### src/rtl/rbf_pkg.sv
// Shared constants, types and helper functions for the RBF/KNN pattern matcher.
package rbf_pkg;

  localparam int PROTOTYPES   = 64;
  localparam int VECTOR_BYTES = 128;
  localparam int DIST_CEILING = 16384;

  localparam int PID_W  = (PROTOTYPES > 1) ? $clog2(PROTOTYPES) : 1;
  localparam int BI_W   = (VECTOR_BYTES > 1) ? $clog2(VECTOR_BYTES) : 1;
  localparam int LEN_W  = $clog2(VECTOR_BYTES + 1);
  localparam int CNT_W  = $clog2(PROTOTYPES + 1);
  localparam int ADDR_W = PID_W + BI_W;
  localparam int KEY_W  = 16 + PID_W;

  localparam logic [2:0] CMD_LEARN    = 3'd0;
  localparam logic [2:0] CMD_CLASSIFY = 3'd1;
  localparam logic [2:0] CMD_BEGIN    = 3'd2;
  localparam logic [2:0] CMD_END      = 3'd3;
  localparam logic [2:0] CMD_RESTORE  = 3'd4;

  localparam logic [1:0] ST_OK      = 2'd0;
  localparam logic [1:0] ST_REFUSED = 2'd1;
  localparam logic [1:0] ST_FULL    = 2'd2;
  localparam logic [1:0] ST_LONG    = 2'd3;

  localparam logic [2:0] REG_MODE      = 3'd0;
  localparam logic [2:0] REG_NORM      = 3'd1;
  localparam logic [2:0] REG_MIN_FIELD = 3'd2;
  localparam logic [2:0] REG_MAX_FIELD = 3'd3;
  localparam logic [2:0] REG_MAX_PROTO = 3'd4;
  localparam logic [2:0] REG_VEC_LEN   = 3'd5;

  typedef struct packed {
    logic        mode;
    logic        norm;
    logic [15:0] min_field;
    logic [15:0] max_field;
    logic [6:0]  max_protos;
    logic [7:0]  vec_len;
  } cfg_t;

  typedef struct packed {
    logic [15:0] cat;
    logic [15:0] field;
    logic [15:0] floor_val;
  } meta_t;

  typedef struct packed {
    logic       vec_store;
    logic       vec_clear;
    logic       cnt_clear;
    logic       cnt_inc;
    logic       latch;
    logic       comp_start;
    logic       comp_learn;
    logic       commit_start;
    logic       commit_learn;
    logic       scan_start;
    logic       fetch;
    logic       out_load;
    logic [1:0] out_status;
    logic       out_hit;
    logic       out_last;
    logic       out_use_ans;
  } dp_cmd_t;

  typedef struct packed {
    logic overflow;
    logic full;
    logic comp_done;
    logic exists;
    logic n_zero;
    logic commit_done;
    logic scan_done;
    logic out_free;
    logic list_last;
  } dp_sts_t;

  // below the floor gives the floor, otherwise above the ceiling gives the ceiling
  function automatic logic [15:0] clamp_field(input logic [15:0] v, input logic [15:0] lo,
                                              input logic [15:0] hi);
    logic [15:0] r;
    if (v < lo) r = lo;
    else if (v > hi) r = hi;
    else r = v;
    return r;
  endfunction

endpackage

### src/rtl/rbf_cfg.sv
// Configuration register file of the pattern matcher.
module rbf_cfg import rbf_pkg::*; (
  input  logic        clk,
  input  logic        rst_n,
  input  logic        cfg_valid,
  output logic        cfg_ready,
  input  logic [2:0]  cfg_index,
  input  logic [15:0] cfg_data,
  output cfg_t        cfg
);

  cfg_t cfg_r;

  assign cfg_ready = 1'b1;
  assign cfg       = cfg_r;

  always_ff @(posedge clk) begin
    if (!rst_n) begin
      cfg_r.mode       <= 1'b0;
      cfg_r.norm       <= 1'b0;
      cfg_r.min_field  <= 16'd2;
      cfg_r.max_field  <= 16'd16384;
      cfg_r.max_protos <= 7'd64;
      cfg_r.vec_len    <= 8'd128;
    end else if (cfg_valid) begin
      case (cfg_index)
        REG_MODE:      cfg_r.mode       <= cfg_data[0];
        REG_NORM:      cfg_r.norm       <= cfg_data[0];
        REG_MIN_FIELD: cfg_r.min_field  <= cfg_data;
        REG_MAX_FIELD: cfg_r.max_field  <= cfg_data;
        REG_MAX_PROTO: cfg_r.max_protos <= cfg_data[6:0];
        REG_VEC_LEN:   cfg_r.vec_len    <= cfg_data[7:0];
        default: ;
      endcase
    end
  end

endmodule

### config.mk
export PLATFORM = sky130hd
export DESIGN_NAME = rbf_cfg
export DESIGN_NICKNAME = d
export VERILOG_FILES = /design/src/rtl/rbf_pkg.sv /design/src/rtl/rbf_cfg.sv
export SDC_FILE = /design/constraint.sdc
export NUM_CORES = 1
export LEC_CHECK = 0
export BUFFER_PORTS_ARGS = -buffer_cell sky130_fd_sc_hd__buf_2
export CAP_MARGIN = 15
export CORE_MARGIN = 1
export CORE_UTILIZATION = 45
export DETAILED_ROUTE_END_ITERATION = 12
export PLACE_DENSITY = 0.8
export RECOVER_POWER = 50
export SETUP_SLACK_MARGIN = 0.2
export SLEW_MARGIN = 10
export SYNTH_ARGS = -nofsm -noshare
export SYNTH_HDL_FRONTEND = slang
export SYNTH_SLANG_ARGS = --single-unit
### constraint.sdc
create_clock -name clk -period 1.21 [get_ports clk]
set_input_delay 0.242 -clock clk [delete_from_list [all_inputs] [get_ports clk]]
set_output_delay 0.242 -clock clk [all_outputs]
set_load 0.01 [all_outputs]
---- Yosys cells after proc, flatten, opt, wreduce, memory -nomap -nowiden ----
Index checks and enable logic that the tools add are counted.
operators by class
  reductions and logical operators ........ 7
  equality and inequality tests ........... 5
operators by type and width
  kind                                                  count
  AND reduction 2 bit                                   6
  equality test 3 x 2 -> 1 bit (second input constant)  2
  equality test 3 bit (second input constant)           2
  equality test 3 x 1 -> 1 bit (second input constant)  1
  logical NOT 3 bit                                     1
storage, ports and cells
  bits in registers ....................... 49

---- Longest topological paths before layout ----
Gate-level depths: netlist of the first run.
  word-level depth ........................ 2
  gate-level depth with buffers ........... 5
  gate-level depth less buffers ........... 2

---- Least setup slack after synthesis of the first run ----
OpenSTA, ideal clock, no wires.
  path type ............................... input to register
  start point ............................. input port cfg_index[2]
  end point ............................... register cfg_r, in the netlist cfg[20]
  setup slack ............................. 204 ps
  data required time ...................... 1138 ps
  stages .................................. 4
  setup time .............................. 72 ps
  data arrival time ....................... 934 ps
  cell sequence ........................... and4b_1 > buf_6 > buf_6 > mux2i_1
on the way
  cells in the longest elaborated chain, start to end .. 2
RTL lines
  item                           line           source
  start: declaration             rbf_cfg.sv:7   input logic [2:0] cfg_index,
  equality test 3 x 2 -> 1 bit   rbf_cfg.sv:26  case (cfg_index)
  AND reduction 2 bit (no line)  --
  end: declaration               rbf_cfg.sv:12  cfg_t cfg_r;
Every way passes these cells.
A chain may end at the register's enable or synchronous reset.

---- Worst setup path in the final report of the first run ----
  start point ............................. input port cfg_index[2]
  end point ............................... register cfg_r, in the netlist cfg[0]
on the way
  cells in the longest elaborated chain, start to end .. 2
RTL lines
  item                           line
  equality test 3 bit            rbf_cfg.sv:26
  AND reduction 2 bit (no line)  --
Every way passes these cells.

==> impl_metrics.ini, run 1 <==
[place]
globalplace.congestion = 0.723
port_buffers = 70
dp_hpwl_um = 2750

[worst_hold_path]
hold_path_startpoint = cfg_data[13]
min_path_cells = 3
holdPathEnd = cfg[44]
min-delay-path-class = in2reg

[power]
pwr-share-comb_pct = 9.6
power.leakage_nw = 1.35
p_switching_uw = 688
p_seq_share_pct = 52.9
power_mw = 3.18
switching_share_pct = 21.7
p_per_area_nw_per_um2 = 1110
p_int_mw = 2.49
clockPowerShare_pct = 37.5
ir_drop_mv = 0.713

[worst_setup_path]
crit_top_cell = clkbuf_1
r2r-start = cfg[0]
critical_path_peak_fanout = 8
crit_chain = clkbuf_1, nand4b_1, clkbuf_1, mux2i_1
rrSetupSlack_ns = 0.51
cp.arrival_ns = 1.27
cp_slowest_cell = clkbuf_1
ff2ff_path_depth = 3
rr_endpoint = cfg[0]
worstSetupPathType = in2reg
required_ns = 1.42
worstSetupStartpointType = input pin
max_stage_delay_ns = 0.50
endpoint_kind = flop

[synthesis]
synth_most_common_cell = nand2_1
synth_top_cell_by_area = dfxtp_1
synth-seq-cells = 49
async_reset_ff_share_pct = 0
synth_ff_type = dfxtp_1
yosysWarnings = 0
syn_inst = 190
synth_nets = 212
synth_top_area_share_pct = 51.2
synth_cell_types = 14
syn_area_per_cell_sq_um = 10.1
ys_seq_area_share_pct = 51.2
synth-edff-count = 0
synth_area_leaders = dfxtp_1 51%, mux2i_1 26%, nand2_1 12%
synth_top_cells_by_count = 61 x nand2_1, 49 x dfxtp_1, 49 x mux2i_1
synth_area_sq_um = 1920

[global_routing]
grt_pass1_wl_um = 6020
grt_pass1_vias = 1321
met1_usage_pct = 22.8
grt.busiest_layer = met2
grt_use_met3_pct = 3.55
grt_overflow_total = 0
antenna_found_initial = 0
grtUsageTotal_pct = 17.8
use_met2_pct = 28.9
grt_max_degree = 42

[sta]
fmax_mhz = 949
clock_skew_ns = 0
min_period_ns = 1.05
period_share_pct = 87.1
maxSlewViolCount = 0
worst_pin_slew_ns = 0.642
relSlewSlack_pct = 57.2
hold_violations = 0
fin_tns_setup_ns = 0
whs_ns = 0.198
finalSetupViolCount = 0
rsz0062_at_grt = yes

[clock_network]
numClockSinks = 49
cts_buffers = 5
insertion_delay_ns = 0.29
tritoncts = yes
cts_hold_buf = 0
cts_root_buf = clkbuf_8
ctsHtreeMaxLevel = 2
path_clk_slew_ns = 0.09
clock_path_buffers = 2

[die]
die_y_um = 67.3
core_sq_um = 4060
initial_core_util_pct = 47.2
io_pins = 72
fp-row-count = 23
die_w_um = 67.3
dieArea_sq_um = 4520

[drt]
wl_um = 4350
drt-initial-drc-count = 58
vias = 1515
dr.pass1.iters = 4
routed_via_density = 4.75
post_drt_wl_per_cell_um = 13.6
drc = 0
ant_nets = 0

[cells_and_area]
antenna_cells = 0
multi_input_area_sq_um = 848
area.growth.synth_to_final_pct = 49.0
regArea_sq_um = 1040
fin_nets = 290
nFillCells = 306
drive_gt1_share_pct = 51.7
largest_reg_flops = 49
final_util_pct = 70.4

[flow_run]
maxCapViolCount = 0

[run_status]
status = finished clean
layout make-up:
type,count,share of cell area (%)
Sequential cell,49,36.5
Tap cell,50,2.19
Clock buffer,7,3.02
Clock inverter,1,1.05
Timing Repair Buffer,86,27.6
Multi-Input combinational cell,126,29.7
stage by stage:
stage / cell area [sq um] / cells / setup WS, ns
3_3_place_gp: 2330 / 302 / 0.118
2_1_floorplan: 1920 / 190 / 0.204
5_1_grt: 2860 / 319 / 0.102
3_5_place_dp: 2330 / 302 / 0.0389
6_report: 2860 / 319 / 0.156
4_1_cts: 2490 / 310 / 0.196
cells by family after synthesis:
family,after synthesis,synth area share (%)
AND/OR/NAND/NOR,76,18.5
multiplexers,49,25.6
flip-flops,49,51.2
buffers and inverters,15,4.57
other,1,0.196
critical path, delay by kind of cell:
kind,cells,cell delay [ns]
buffers and inverters,2,0.64
muxes,1,0.26
and+or+nand+nor,1,0.12
cells in the final DEF, fill, tap and decap left out, drive strengths merged:
master,Yosys,routed
mux2i,49,49
dfxtp,49,49
nor4b,1,1
bufinv,0,1
nand4bb,2,2
conb,1,1
nand4b,1,1
clkbuf,6,12
and4bb,2,2
buf,9,81
nand2,61,61
nor2b,8,8
and4b,1,1
worst max-delay path by stage:
| stage | from | to | slack [ns] | cells after the start |
|---|---|---|---|---|
| 2_1_floorplan | cfg_index[2] | cfg[20] | 0.20 | 4 |
| 3_3_place_gp | cfg_index[2] | cfg[21] | 0.12 | 4 |
| 3_5_place_dp | cfg_index[2] | cfg[23] | 0.04 | 4 |
| 4_1_cts | cfg[23] | cfg[23] | 0.20 | 1 |
| 5_1_grt | cfg_index[2] | cfg[0] | 0.10 | 4 |
| 6_report | cfg_index[2] | cfg[0] | 0.16 | 4 |
metal layers:
metal	wire length, um	part of all wire [%]
met2	2290	53
met5	0	0
met4	46	1.1
met3	146	3.4
met1	1860	43
timing repair:
action | in CTS | in global routing
pin swaps | 0 | 0
setup endpoints to repair | 29 | 49
setup buffers | 0 | 9
resized for setup | 30 | 66
power by group through the flow:
stage	registers, mW	logic [mW]	clock network, mW
after global routing	1.68	0.331	1.29
final	1.68	0.306	1.19
after CTS	1.67	0.262	1.21
after global placement	1.70	0.255	0
after detailed placement	1.70	0.260	0
after floorplan	1.72	0.133	0
Power figures use the tool's default switching activity.
==> run 2: changes to the inputs <==
--- a/config.mk
+++ b/config.mk
@@ -10,7 +10,7 @@
 export CORE_MARGIN = 1
 export CORE_UTILIZATION = 45
 export DETAILED_ROUTE_END_ITERATION = 12
-export PLACE_DENSITY = 0.8
+export PLACE_DENSITY = 0.74
 export RECOVER_POWER = 50
 export SETUP_SLACK_MARGIN = 0.2
 export SLEW_MARGIN = 10
==> run 2 against run 1 <==
  * Power decreased by 7.7%
  * Highest routed layer unchanged
  * Die area stayed put
  * Fmax rose by 5.5%
  * Worst hold slack worse by 0.0047 ns
  * Register-to-register slack about the same
  * Via count rose by 3.5%
  * Sequential power about the same
  * Largest cell class unchanged
  * Critical path type is now reg2out
  * Utilization shrank 1.6 points
  * Count of clock-buffer cells in the layout shrank 1
  * Largest power group unchanged
  * Clock skew is the same
  * Sequential cell count is the same
  * Cell count is the same
==> impl_metrics.ini, run 2 (synthesized netlist as in run 1, its figures left out) <==
[clock_network]
cts_root_buf = clkbuf_8
cts_buffers = 5
numClockSinks = 49
path_clk_slew_ns = 0.09
tritoncts = yes
ctsHtreeMaxLevel = 2
clock_path_buffers = 2
insertion_delay_ns = 0.28

[worst_setup_path]
max_stage_delay_ns = 0.36
path_buf_inv = 1
crit_chain = buf_6
cp_slowest_cell = dfxtp_2
worstSetupStartpointType = flop
endpoint_kind = output pin
required_ns = 0.97
worstSetupPathType = reg2out
cp.arrival_ns = 0.76
critical_path_peak_fanout = 2
worst_path_dominant_cell_family = flip-flops

[global_routing]
grtUsageTotal_pct = 18.1
grt_max_degree = 50
antenna_found_initial = 0
grt_overflow_total = 0
grt_pass1_wl_um = 6090
grt_pass1_vias = 1386

[cells_and_area]
area.growth.synth_to_final_pct = 45.6
multi_input_area_sq_um = 848
antenna_cells = 0
layout_commonest_cell = nand2_1
regArea_sq_um = 1040
nFillCells = 316
largest_reg_flops = 49
drive_gt1_share_pct = 51.7
fin_cells = 319
final_cell_mix = 61 x nand2_1, 49 x mux2i_1, 49 x dfxtp_2, 42 x buf_6, 27 x buf_2
fin_nets = 291

[die]
fp-row-count = 23
die_w_um = 67.3
initial_core_util_pct = 47.2
die_y_um = 67.3
io_pins = 72
dieArea_sq_um = 4520
core_sq_um = 4060

[drt]
post_drt_wl_per_cell_um = 13.4
vias = 1568
drc = 0
routed_via_density = 4.92
wl_um = 4270
wl_met2_um = 2290
met1_length_um = 1740
drt-initial-drc-count = 70
dr.pass1.iters = 4
ant_nets = 0
highest_layer = met4
dr_wl_met3_um = 170

[power]
clockPowerShare_pct = 32.6
power.leakage_nw = 1.32
pwr-share-comb_pct = 10.1
switching_share_pct = 23.0
p_int_mw = 2.26
p_seq_share_pct = 57.3
p_switching_uw = 673
ir_drop_mv = 0.718
p_per_area_nw_per_um2 = 1050

[sta]
clock_skew_ns = 0
period_share_pct = 82.6
hold_violations = 0
finalSetupViolCount = 0
fmax_mhz = 1000
worst_slack_ns = 0.211
whs_ns = 0.193
rsz0062_at_grt = yes
min_period_ns = 0.999
fin_tns_setup_ns = 0
maxSlewViolCount = 0

[worst_hold_path]
min-delay-path-class = in2reg

[run_status]
status = finished clean

[place]
pre_cts_slack_ns = 0.0429
place_inst = 303
port_buffers = 70
dp_hpwl_um = 2800
globalplace.congestion = 0.738

[flow_run]
maxCapViolCount = 0
run 2: cell types whose count changed in the layout (fill, tap and decap cells not counted):
cell / before / now
buf_4: 9 / 10
bufinv_16: 1 / 0
clkinvlp_4: 0 / 1
buf_12: 3 / 2
buf_6: 47 / 42
buf_2: 22 / 27
run 2: worst paths after layout:
kind	start	end	depth (start not counted)	slack [ns]
setup / recovery	cfg[21]	cfg[21]	1	0.21
hold / removal	cfg_data[14]	cfg[45]	3	0.19
setup reg to reg	cfg[44]	cfg[44]	3	0.52
hold reg to reg	cfg[18]	cfg[18]	2	0.46
run 2: power groups by stage:
stage	sequential, mW	clock (mW)	combinational (mW)
after floorplan	1.72	0	0.133
after global placement	1.70	0	0.253
after detailed placement	1.70	0	0.257
after CTS	1.67	0.985	0.260
after global routing	1.68	1.05	0.323
final	1.68	0.955	0.296
run 2: what timing repair did:
| item | in CTS | in global routing |
|---|---|---|
| setup endpoints to repair | 31 | 48 |
| hold buffers | 0 | 0 |
| cloned | 0 | 0 |
| buffers inserted | 0 | 9 |
| resized for setup | 34 | 57 |
run 2: tightest hold or removal path, cell delays in order:
cell and delay (ns):
buf_2 0.11, nand2_1 0.05, mux2i_1 0.05
run 2: metal layers:
metal  up-vias  GRT usage [%]
li1        779              -
met3         8           4.39
met4         0           7.98
met2        37           30.9
met1       744           21.3
met5         -              0
run 2: final cells by class:
type / count / area share, %
Sequential cell: 49 / 37.4
Timing Repair Buffer: 87 / 26.8
Clock inverter: 1 / 0.269
Clock buffer: 6 / 2.96
Tap cell: 50 / 2.24
Multi-Input combinational cell: 126 / 30.4
run 2: metrics by stage:
step / instance area, sq um / total power, mW / util [%]
finish: 2790 / 2.93 / 68.8
global route: 2790 / 3.06 / 68.8
global placement: 2330 / 1.96 / 57.4
floorplan: 1920 / 1.85 / -
CTS: 2470 / 2.91 / 61.0
detailed placement: 2330 / 1.96 / 57.4
