[src/rtl/rbf_pkg.sv]
// Shared constants, types and helper functions for the RBF/KNN pattern matcher.
package rbf_pkg;

  localparam int PROTOTYPES   = 64;
  localparam int VECTOR_BYTES = 128;
  localparam int DIST_CEILING = 16384;

  localparam int PID_W  = (PROTOTYPES > 1) ? $clog2(PROTOTYPES) : 1;
  localparam int BI_W   = (VECTOR_BYTES > 1) ? $clog2(VECTOR_BYTES) : 1;
  localparam int LEN_W  = $clog2(VECTOR_BYTES + 1);
  localparam int CNT_W  = $clog2(PROTOTYPES + 1);
  localparam int ADDR_W = PID_W + BI_W;
  localparam int KEY_W  = 16 + PID_W;

  localparam logic [2:0] CMD_LEARN    = 3'd0;
  localparam logic [2:0] CMD_CLASSIFY = 3'd1;
  localparam logic [2:0] CMD_BEGIN    = 3'd2;
  localparam logic [2:0] CMD_END      = 3'd3;
  localparam logic [2:0] CMD_RESTORE  = 3'd4;

  localparam logic [1:0] ST_OK      = 2'd0;
  localparam logic [1:0] ST_REFUSED = 2'd1;
  localparam logic [1:0] ST_FULL    = 2'd2;
  localparam logic [1:0] ST_LONG    = 2'd3;

  localparam logic [2:0] REG_MODE      = 3'd0;
  localparam logic [2:0] REG_NORM      = 3'd1;
  localparam logic [2:0] REG_MIN_FIELD = 3'd2;
  localparam logic [2:0] REG_MAX_FIELD = 3'd3;
  localparam logic [2:0] REG_MAX_PROTO = 3'd4;
  localparam logic [2:0] REG_VEC_LEN   = 3'd5;

  typedef struct packed {
    logic        mode;
    logic        norm;
    logic [15:0] min_field;
    logic [15:0] max_field;
    logic [6:0]  max_protos;
    logic [7:0]  vec_len;
  } cfg_t;

  typedef struct packed {
    logic [15:0] cat;
    logic [15:0] field;
    logic [15:0] floor_val;
  } meta_t;

  typedef struct packed {
    logic       vec_store;
    logic       vec_clear;
    logic       cnt_clear;
    logic       cnt_inc;
    logic       latch;
    logic       comp_start;
    logic       comp_learn;
    logic       commit_start;
    logic       commit_learn;
    logic       scan_start;
    logic       fetch;
    logic       out_load;
    logic [1:0] out_status;
    logic       out_hit;
    logic       out_last;
    logic       out_use_ans;
  } dp_cmd_t;

  typedef struct packed {
    logic overflow;
    logic full;
    logic comp_done;
    logic exists;
    logic n_zero;
    logic commit_done;
    logic scan_done;
    logic out_free;
    logic list_last;
  } dp_sts_t;

  // below the floor gives the floor, otherwise above the ceiling gives the ceiling
  function automatic logic [15:0] clamp_field(input logic [15:0] v, input logic [15:0] lo,
                                              input logic [15:0] hi);
    logic [15:0] r;
    if (v < lo) r = lo;
    else if (v > hi) r = hi;
    else r = v;
    return r;
  endfunction

endpackage

[src/rtl/rbf_ctrl.sv]
// Command sequencer: decodes commands and steps the datapath through each run.
module rbf_ctrl import rbf_pkg::*; (
  input  logic       clk,
  input  logic       rst_n,
  input  logic       in_valid,
  output logic       in_stall,
  input  logic [2:0] in_cmd,
  input  logic       in_last,
  input  dp_sts_t    sts,
  output dp_cmd_t    cmd
);

  localparam logic [2:0] S_IDLE   = 3'd0;
  localparam logic [2:0] S_DECIDE = 3'd1;
  localparam logic [2:0] S_COMP   = 3'd2;
  localparam logic [2:0] S_COMMIT = 3'd3;
  localparam logic [2:0] S_SCAN   = 3'd4;
  localparam logic [2:0] S_FETCH  = 3'd5;
  localparam logic [2:0] S_LIST   = 3'd6;
  localparam logic [2:0] S_OUT    = 3'd7;

  logic [2:0] state_r, state_nxt;
  logic       loading_r, loading_nxt;
  logic [2:0] op_r, op_nxt;
  logic [1:0] st_r, st_nxt;
  logic       use_ans_r, use_ans_nxt;
  logic       accept;

  assign in_stall = (state_r != S_IDLE);
  assign accept   = in_valid && (state_r == S_IDLE);

  always_comb begin
    state_nxt   = state_r;
    loading_nxt = loading_r;
    op_nxt      = op_r;
    st_nxt      = st_r;
    use_ans_nxt = use_ans_r;
    cmd         = '0;
    case (state_r)
      S_IDLE: begin
        if (accept) begin
          case (in_cmd)
            CMD_BEGIN, CMD_END: begin
              cmd.vec_clear = 1'b1;
              cmd.cnt_clear = (in_cmd == CMD_BEGIN);
              loading_nxt   = (in_cmd == CMD_BEGIN);
              st_nxt        = ST_OK;
              use_ans_nxt   = 1'b0;
              state_nxt     = S_OUT;
            end
            CMD_LEARN, CMD_CLASSIFY, CMD_RESTORE: begin
              cmd.vec_store = 1'b1;
              if (in_last) begin
                cmd.latch = 1'b1;
                op_nxt    = in_cmd;
                state_nxt = S_DECIDE;
              end
            end
            default: ;
          endcase
        end
      end
      S_DECIDE: begin
        use_ans_nxt = 1'b0;
        st_nxt      = ST_OK;
        if ((op_r == CMD_LEARN || op_r == CMD_CLASSIFY) && loading_r) begin
          st_nxt        = ST_REFUSED;
          cmd.vec_clear = 1'b1;
          state_nxt     = S_OUT;
        end else if (sts.overflow) begin
          st_nxt        = ST_LONG;
          cmd.vec_clear = 1'b1;
          state_nxt     = S_OUT;
        end else if (op_r == CMD_CLASSIFY) begin
          cmd.comp_start = 1'b1;
          state_nxt      = S_COMP;
        end else if (sts.full) begin
          st_nxt        = ST_FULL;
          cmd.vec_clear = 1'b1;
          state_nxt     = S_OUT;
        end else if (op_r == CMD_LEARN) begin
          cmd.comp_start = 1'b1;
          cmd.comp_learn = 1'b1;
          state_nxt      = S_COMP;
        end else begin
          cmd.commit_start = 1'b1;
          state_nxt        = S_COMMIT;
        end
      end
      S_COMP: begin
        if (sts.comp_done) begin
          if (op_r == CMD_LEARN) begin
            if (sts.exists) begin
              cmd.vec_clear = 1'b1;
              state_nxt     = S_OUT;
            end else begin
              cmd.commit_start = 1'b1;
              cmd.commit_learn = 1'b1;
              state_nxt        = S_COMMIT;
            end
          end else begin
            cmd.vec_clear = 1'b1;
            if (sts.n_zero) begin
              use_ans_nxt = 1'b1;
              state_nxt   = S_OUT;
            end else begin
              cmd.scan_start = 1'b1;
              state_nxt      = S_SCAN;
            end
          end
        end
      end
      S_COMMIT: begin
        if (sts.commit_done) begin
          cmd.cnt_inc   = 1'b1;
          cmd.vec_clear = 1'b1;
          state_nxt     = S_OUT;
        end
      end
      S_SCAN: begin
        if (sts.scan_done) begin
          cmd.fetch = 1'b1;
          state_nxt = S_FETCH;
        end
      end
      S_FETCH: state_nxt = S_LIST;
      S_LIST: begin
        if (sts.out_free) begin
          cmd.out_load    = 1'b1;
          cmd.out_status  = ST_OK;
          cmd.out_hit     = 1'b1;
          cmd.out_last    = sts.list_last;
          cmd.out_use_ans = 1'b1;
          if (sts.list_last) begin
            state_nxt = S_IDLE;
          end else begin
            cmd.scan_start = 1'b1;
            state_nxt      = S_SCAN;
          end
        end
      end
      S_OUT: begin
        if (sts.out_free) begin
          cmd.out_load    = 1'b1;
          cmd.out_status  = st_r;
          cmd.out_last    = 1'b1;
          cmd.out_use_ans = use_ans_r;
          state_nxt       = S_IDLE;
        end
      end
      default: state_nxt = S_IDLE;
    endcase
  end

  always_ff @(posedge clk) begin
    if (!rst_n) begin
      state_r   <= S_IDLE;
      loading_r <= 1'b0;
    end else begin
      state_r   <= state_nxt;
      loading_r <= loading_nxt;
    end
  end

  always_ff @(posedge clk) begin
    op_r      <= op_nxt;
    st_r      <= st_nxt;
    use_ans_r <= use_ans_nxt;
  end

endmodule

[config.mk]
export PLATFORM = sky130hd
export DESIGN_NAME = rbf_ctrl
export DESIGN_NICKNAME = d
export VERILOG_FILES = /design/src/rtl/rbf_pkg.sv /design/src/rtl/rbf_ctrl.sv
export SDC_FILE = /design/constraint.sdc
export NUM_CORES = 1
export LEC_CHECK = 0
export BUFFER_PORTS_ARGS = -buffer_cell sky130_fd_sc_hd__clkbuf_2
export CORE_MARGIN = 2
export CORE_UTILIZATION = 40
export DETAILED_ROUTE_END_ITERATION = 10
export PLACE_DENSITY_LB_ADDON = 0.05
export SLEW_MARGIN = 20
export SYNTH_ARGS = -nofsm -noshare
export SYNTH_HDL_FRONTEND = slang
export SYNTH_SLANG_ARGS = --single-unit
export TNS_END_PERCENT = 5
[constraint.sdc]
create_clock -name clk -period 1.5 [get_ports clk]
set_input_delay 0.15 -clock clk [delete_from_list [all_inputs] [get_ports clk]]
set_output_delay 0.15 -clock clk [all_outputs]
set_load 0.02 [all_outputs]
Word-level counts from Yosys, hierarchy flattened
Index checks and enable logic that the tools add are counted.
{"block": "word_totals", "regBits": 10, "output_inout_bits": 18, "wordCells": 120, "inputBits": 16}
{"block": "classes", "n_eq_ne": 23, "mux": 76, "n_reduce_logical": 16}
{"op": "3-bit 2-to-1 mux", "count": 20}
{"op": "1-bit 2-to-1 mux", "count": 32}
{"op": "2-bit 2-to-1 mux", "count": 14}
{"op": "3-bit one-hot mux with 8 select lines", "count": 1}
{"op": "2-bit inequality test, second input constant", "count": 8}
{"op": "3-bit equality test, second input constant", "count": 5}
{"op": "3-bit by 2-bit equality test with 1-bit output, second input constant", "count": 4}
{"op": "3-bit one-hot mux with 2 select lines", "count": 2}
{"op": "3-bit by 1-bit equality test with 1-bit output, second input constant", "count": 3}
{"op": "3-bit zero test", "count": 3}
{"op": "2-bit one-hot mux with 2 select lines", "count": 2}
{"op": "8-bit AND reduction", "count": 1}
{"op": "6-bit 2-to-1 mux", "count": 1}
{"op": "3-bit AND reduction", "count": 2}
{"op": "6-bit AND reduction", "count": 1}
{"op": "3-bit nonzero test", "count": 2}
{"op": "1-bit one-hot mux with 2 select lines", "count": 2}
{"op": "1-bit one-hot mux with 4 select lines", "count": 1}
{"op": "4-bit AND reduction", "count": 1}
{"op": "3-bit by 1-bit inequality test with 1-bit output, second input constant", "count": 1}
{"op": "3-bit inequality test, second input constant", "count": 1}
{"op": "1-bit one-hot mux with 3 select lines", "count": 1}
{"op": "3-bit OR reduction", "count": 1}
{"op": "1-bit logical AND", "count": 2}
{"op": "other kinds (4)", "count": 4}

Longest topological paths before layout
Gate-level depths: netlist (run 1).
{"block": "logic_depth", "depth_word": 7, "ltp_mapped": 6, "ltp_nobuf": 5}

Least setup slack after synthesis (run 1)
Ideal clock, no wire load.
{"block": "synth_timing", "path_type": "register to output", "startpoint": "register op_r[2]", "endpoint": "output port cmd[15] in the netlist's numbering", "t_required_ns": 1.350, "path_buffers": 0, "t_arrival_ns": 1.614, "setup_slack_ns": -0.264, "stages_incl_launch_ff": 4, "path_cell_list": "edfxtp_1 > or4_4 > a21o_1 > or3b_1"}
{"item": "start: declaration", "line_no": "rbf_ctrl.sv:24", "rtl": "logic [2:0] op_r, op_nxt;"}
{"item": "start signal: assignment", "line_no": "rbf_ctrl.sv:166", "rtl": "op_r <= op_nxt;"}
{"item": "end: declaration", "line_no": "rbf_ctrl.sv:10", "rtl": "output dp_cmd_t cmd"}

==> metrics.md, run 1 <==
| Metric | Value |
|---|---|
| Setup TNS after final layout | `-1.81 ns` |
| CTS Hold Bufs | `0` |
| Fmax | `about 0.48 GHz` |
| Post-synth top area cell | `edfxtp_1` |
| Final instance area | `~0.0013 mm^2` |
| Setup violators final | `8` |
| Slew Limit Fails | `0` |
| I/O Buffers | `33` |
| Failing checks | `negative setup slack` |
| Top-count cell post-synth | `nor2_1` |
| Required @ worst endpoint | `about 1.4 ns` |
| Post-CTS setup buffer count | `0` |
| Power Density | `around 1500 mW/mm^2` |
| Leakage power | `just over 0.6 nW` |
| Starting density of the core | `43.6%` |
| I/O Pins | `34` |
| Crit path from | `op_r[2]` |
| First-iteration detailed-routing DRC count | `15` |
| Register bit count reported by yosys | `10` |
| Setup crit start kind | `flip-flop` |
| Skew final | `about 0.0011 ns` |
| Tightest Hold Check Type | `in -> reg` |
| Reg2Reg Depth | `5` |
| Total Routing Usage GR | `between 20% and 30%` |
| Worst setup EP type | `output pin` |
| ANT nets after route | `0` |
| Syn nets | `114` |
| Tcrit/Tclk final | `138%` |
| Final Hold Fails | `0` |
| Total CTS buffers | `3` |
| Reg-to-reg slack, setup | `-0.13 ns` |
| Nets | `172` |
| Hold Startpoint | `in_cmd[1]` |
| Number of synthesized flops with an enable pin | `6` |
| Area Overhead vs Synth | `67.3%` |
| Dpl cell area | `0.00113 mm^2` |
| First-pass GRT wire length | `3490 um` |
| HPWL after detailed placement | `about 1800 um` |
| Placer Congestion | `between 0.7 and 0.8` |
| Largest net degree at the start of global routing | `10` |
| RSZ-0062 raised after global routing | `yes` |
| Max IR drop VDD | `about 1.4 mV` |
| Router iterations before antenna repair | `4` |
| Max FO, Critical Path | `2` |
| Most instantiated cells after synthesis | `13 x nor2_1, 8 x nand2_1, 7 x a21oi_1` |
| Area share of the largest cell type after synthesis | `23.4%` |
| Synth Warn # | `0` |
| Cell variety after synth | `36` |
| Die Width | `approximately 48 um` |
| Reg2reg end | `state_r[2]` |
| Die H | `about 48 um` |
| DR vias | `roughly 950` |
| Asr flop ratio synth | `0%` |
| Total core area | `around 0.0018 mm^2` |
| Antenna violations before repair | `0` |
| Ant diodes | `0` |
| Cells after synthesis | `98` |
| Minimum clock period | `2.06 ns` |
| Synth Area per Inst | `7.85 um^2` |
| # DRC | `0` |
| # H-tree levels | `1` |
| Rows | `15` |
| Slew HR | `between 70% and 80%` |
| Post-synthesis sequential area ratio | `33.8%` |
| WS Path Type | `reg -> out` |
| Root Buffer | `clkbuf_4` |
| Die ar. | `0.00229 mm^2` |
| FF-to-FF Start | `op_r[2]` |
| Top_reg_cell synth | `edfxtp_1` |
| DRT Wirelength | `~2400 um` |
| Overflow after GRT | `0` |
| Vias/cell | `5.26` |
| Leading post-synthesis cells by cell area | `edfxtp_1 23%, dfxtp_1 10%, nor2_1 6.3%` |
| Post-Syn Area | `just under 800 um^2` |
| Worst slew pin tran | `0.379 ns` |
| Max-Cap Viols | `0` |
| Final core occ | `between 70 and 80%` |
| Crit path to | `cmd[15]` |
| Final worst setup slack | `-0.564 ns` |
| Layout cells sized above 1 | `a little over half` |
| Clk sink count | `10` |
| Clock transition at path regs | `0.07 ns` |
| Later-pin clock latency in the skew report | `around 0.26 ns` |
| CTS tree | `done` |
| Clock tree buffer depth | `2` |
| Status | `complete, but fails checks` |
| Post-DR wirelength/cell | `13.5 um` |
| Vias in the first global route | `between 800 and 900` |
| Crit path DAT | `around 1.9 ns` |
==> report_power, final <==
part / internal [mW] / total, mW / switching (mW) / leakage [nW]
clock: 0.0959 / 0.198 / 0.102 / 0.0154
sequential: 0.395 / 0.476 / 0.0815 / 0.0903
combinational: 0.595 / 1.21 / 0.616 / 0.516
total: 1.09 / 1.88 / 0.799 / 0.622
==> layer usage <==
| metal | up-vias | track usage (%) | wire length, um |
|---|---|---|---|
| met2 | 29 | 40.0 | 1240 |
| li1 | 481 | - | - |
| met4 | 0 | 9.19 | 41 |
| met1 | 431 | 25.6 | 1060 |
| met3 | 6 | 3.77 | 90 |
| met5 | - | 0 | 0 |
==> kinds of logic after synthesis <==
group | share of synthesized area, %
compound gates | 22.1
simple gates | 37.1
flops | 33.8
mux | 1.30
buf+inv | 5.69
==> flip-flops by register name, summed over array words and instances, names as in the netlist <==
register / flops
op_r: 3
loading_r: 1
state_r: 3
st_r: 2
use_ans_r: 1
==> cell type report <==
cell class	count	area (um^2)
sequential	10	267
fill	151	477
tap	25	31.3
timing repair buffer	57	370
clock buffer	3	22.5
inverter	6	22.5
multi-input combinational	78	571
clock inverter	1	3.75
==> worst max-delay path, stage by stage (launching register included) <==
cell      delay (ns)
edfxtp_1        0.42
or4_4           0.54
a21o_1          0.17
or3b_4          0.36
clkbuf_2        0.16
==> timing repair <==
action,CTS,global route
resized for setup,17,24
setup endpoints to repair,13,16
endpoints found under the hold margin,0,0
pin swaps,1,2
==> per-stage QoR <==
step,cells,hold slack [ns],total power [mW],setup slack [ns]
floorplan,98,0.249,1.08,-0.163
global placement,176,0.357,1.51,-0.223
detailed placement,176,0.357,1.53,-0.258
CTS,180,0.0882,1.80,-0.553
global route,180,0.0965,2.01,-0.596
finish,180,0.0909,1.88,-0.564
==> worst min path at each step <==
stage | endpoint | slack [ns] | cells past startpoint
after floorplan | op_r[0] | 0.25 | 0
after global placement | op_r[1] | 0.36 | 1
after detailed placement | op_r[1] | 0.36 | 1
after CTS | op_r[1] | 0.09 | 1
after global routing | op_r[1] | 0.1 | 1
final | op_r[1] | 0.09 | 1
==> cells in the final DEF (no fill, tap or decap), drive strengths merged, types with 2 or more instances in the layout <==
| cell type | synthesis | routed |
|---|---|---|
| nor3 | 3 | 3 |
| a21oi | 7 | 7 |
| nor2 | 13 | 13 |
| nand2b | 2 | 2 |
| clkbuf | 1 | 29 |
| and3 | 6 | 6 |
| buf | 3 | 31 |
| nor4 | 5 | 5 |
| nand2 | 8 | 8 |
| edfxtp | 6 | 6 |
| o21ai | 3 | 3 |
| nor2b | 3 | 3 |
| dfxtp | 4 | 4 |
| or4b | 2 | 2 |
| o22ai | 2 | 2 |
| and2 | 2 | 2 |
| inv | 6 | 6 |
| or2 | 2 | 2 |
| a21o | 4 | 4 |
No activity file was read; power rests on OpenSTA's default activity.
==> run 2, diff against run 1 <==
ABC_CLOCK_PERIOD_IN_PS = 1500   (was unset)
REMOVE_ABC_BUFFERS = 1   (was unset)
==> run 2 against run 1 <==
Effect of this change:
- the run still ends with negative setup slack left
- global-route usage rose by 0.33 points
- die area did not move
- power rose by 4.5%
- clock power rose by 3%
- worst setup slack improved by 0.028 ns
- utilization rose by 1.3 points
- via count rose by 1.4%
- clock-buffer cell count did not move
- final cell count rose by 0.56%
- critical path type unchanged
==> metrics.md, run 2 (synthesis results as in run 1) <==
| Metric | Value |
|---|---|
| I/O Pins | `34` |
| Final core occ | `between 70% and 80%` |
| Status | `complete, but fails checks` |
| First-pass GRT wire length | `between 3000 and 4000 um` |
| # DRC | `0` |
| Nets | `roughly 170` |
| Vias in the first global route | `831` |
| Post-DR wirelength/cell | `~13 um` |
| HPWL after detailed placement | `about 1800 um` |
| Dpl cell area | `0.00113 mm^2` |
| Clock transition at path regs | `approximately 0.070 ns` |
| DR vias | `960` |
| Largest regs | `op_r (3), state_r (3), st_r (2)` |
| Largest net degree at the start of global routing | `9` |
| Root Buffer | `clkbuf_4` |
| Crit path DAT | `approximately 1.9 ns` |
| Later-pin clock latency in the skew report | `~0.27 ns` |
| PnR Total Power | `just under 2 mW` |
| Router iterations before antenna repair | `4` |
| Ant diodes | `0` |
| Final instance area | `~0.0013 mm^2` |
| Clock tree buffer depth | `2` |
| Worst slew pin tran | `approximately 0.44 ns` |
| Setup crit start kind | `flip-flop` |
| Die Width | `roughly 48 um` |
| Leakage power | `roughly 0.64 nW` |
| Fmax | `approximately 0.49 GHz` |
| DRT Wirelength | `between 2000 and 2500 um` |
| Clk sink count | `10` |
| Most frequent cells in the layout | `27 x buf_4, 26 x clkbuf_2, 11 x nor2_1, 8 x nand2_1, 7 x a21oi_1` |
| Final Hold Fails | `0` |
| Max FO, Critical Path | `2` |
| Slew HR | `roughly 71%` |
| Minimum clock period | `between 2 and 2.5 ns` |
| Most common cell after layout, fill and taps aside | `buf_4` |
| Tightest Hold Check Type | `in -> reg` |
| WS Path Type | `reg -> out` |
| Total Routing Usage GR | `between 20% and 30%` |
| Max-Cap Viols | `0` |
| Required @ worst endpoint | `approximately 1.4 ns` |
| Hold slack | `0.0823 ns` |
| Setup violators final | `10` |
| Tcrit/Tclk final | `136%` |
| Placer Congestion | `~0.8` |
| Vias/cell | `5.30` |
| Worst setup EP type | `output pin` |
| Max IR drop VDD | `1.44 mV` |
| Die H | `between 40 and 50 um` |
| Rows | `15` |
| Setup TNS after final layout | `-1.93 ns` |
| First-iteration detailed-routing DRC count | `13` |
| RSZ-0062 raised after global routing | `yes` |
| Post-CTS setup buffer count | `0` |
| Layout cells sized above 1 | `about 54%` |
| Overflow after GRT | `0` |
| Power Density | `between 1500 and 2000 mW/mm^2` |
| CTS tree | `done` |
| # H-tree levels | `1` |
| Area Overhead vs Synth | `70.2%` |
| Slew Limit Fails | `0` |
| Final worst setup slack | `-0.536 ns` |
| Total core area | `approximately 0.0018 mm^2` |
| Die ar. | `between 0.002 and 0.0025 mm^2` |
| ANT nets after route | `0` |
| Total CTS buffers | `3` |
| Antenna violations before repair | `0` |
| Skew final | `0.00118 ns` |
| I/O Buffers | `33` |
| Starting density of the core | `roughly 44%` |
| Failing checks | `negative setup slack` |
==> run 2: cell count changes in the layout (fill, tap and decap cells not counted), sizes merged <==
cell and change:
buf -2, clkbuf +3
==> run 2: final cells by class <==
cell class                      count  area (um^2)
Sequential cell                    10          269
Inverter                            6         22.5
Clock inverter                      1         3.75
Timing Repair Buffer               58          384
Tap cell                           25         31.3
Fill cell                         150          454
Clock buffer                        3         22.5
Multi-Input combinational cell     78          577
==> run 2: power breakdown <==
part           switching (mW)  leakage (nW)  total, mW  internal, mW
combinational           0.628         0.532       1.26         0.635
clock                   0.107        0.0154      0.203        0.0964
sequential              0.102        0.0906      0.503         0.401
==> run 2: worst max-delay path, cell delays in order (launching register included) <==
cell	delay [ns]
edfxtp_1	0.39
or4_4	0.54
a21o_1	0.16
or3b_1	0.36
clkbuf_8	0.16
==> run 2: worst paths after layout <==
path         slack (ns)  depth (start not counted)         end        from
max reg2reg       -0.09                          5  state_r[2]     op_r[2]
min                0.08                          1     op_r[1]   in_cmd[1]
max               -0.54                          4     cmd[15]     op_r[2]
min reg2reg        0.63                          1   use_ans_r  state_r[2]
==> run 2: through the flow <==
| stage | setup slack (ns) | std cells |
|---|---|---|
| 2_1_floorplan | -0.264 | 94 |
| 4_1_cts | -0.536 | 181 |
| 5_1_grt | -0.581 | 181 |
| 6_report | -0.536 | 181 |
| 3_3_place_gp | -0.279 | 177 |
| 3_5_place_dp | -0.289 | 177 |
==> run 2: metal layers <==
| layer | vias to the layer above | GRT usage [%] | part of all wire, % |
|---|---|---|---|
| li1 | 478 | - | - |
| met5 | - | 0 | 0 |
| met3 | 7 | 2.26 | 5.2 |
| met4 | 0 | 9.73 | 1.9 |
| met1 | 435 | 28.1 | 42 |
| met2 | 40 | 38.9 | 51 |
==> run 2: repair_timing <==
item / in CTS / in global routing
hold buffers: 0 / 0
setup endpoints to repair: 18 / 15
gates resized for setup: 22 / 18
pin swaps: 4 / 2
cloned: 0 / 0
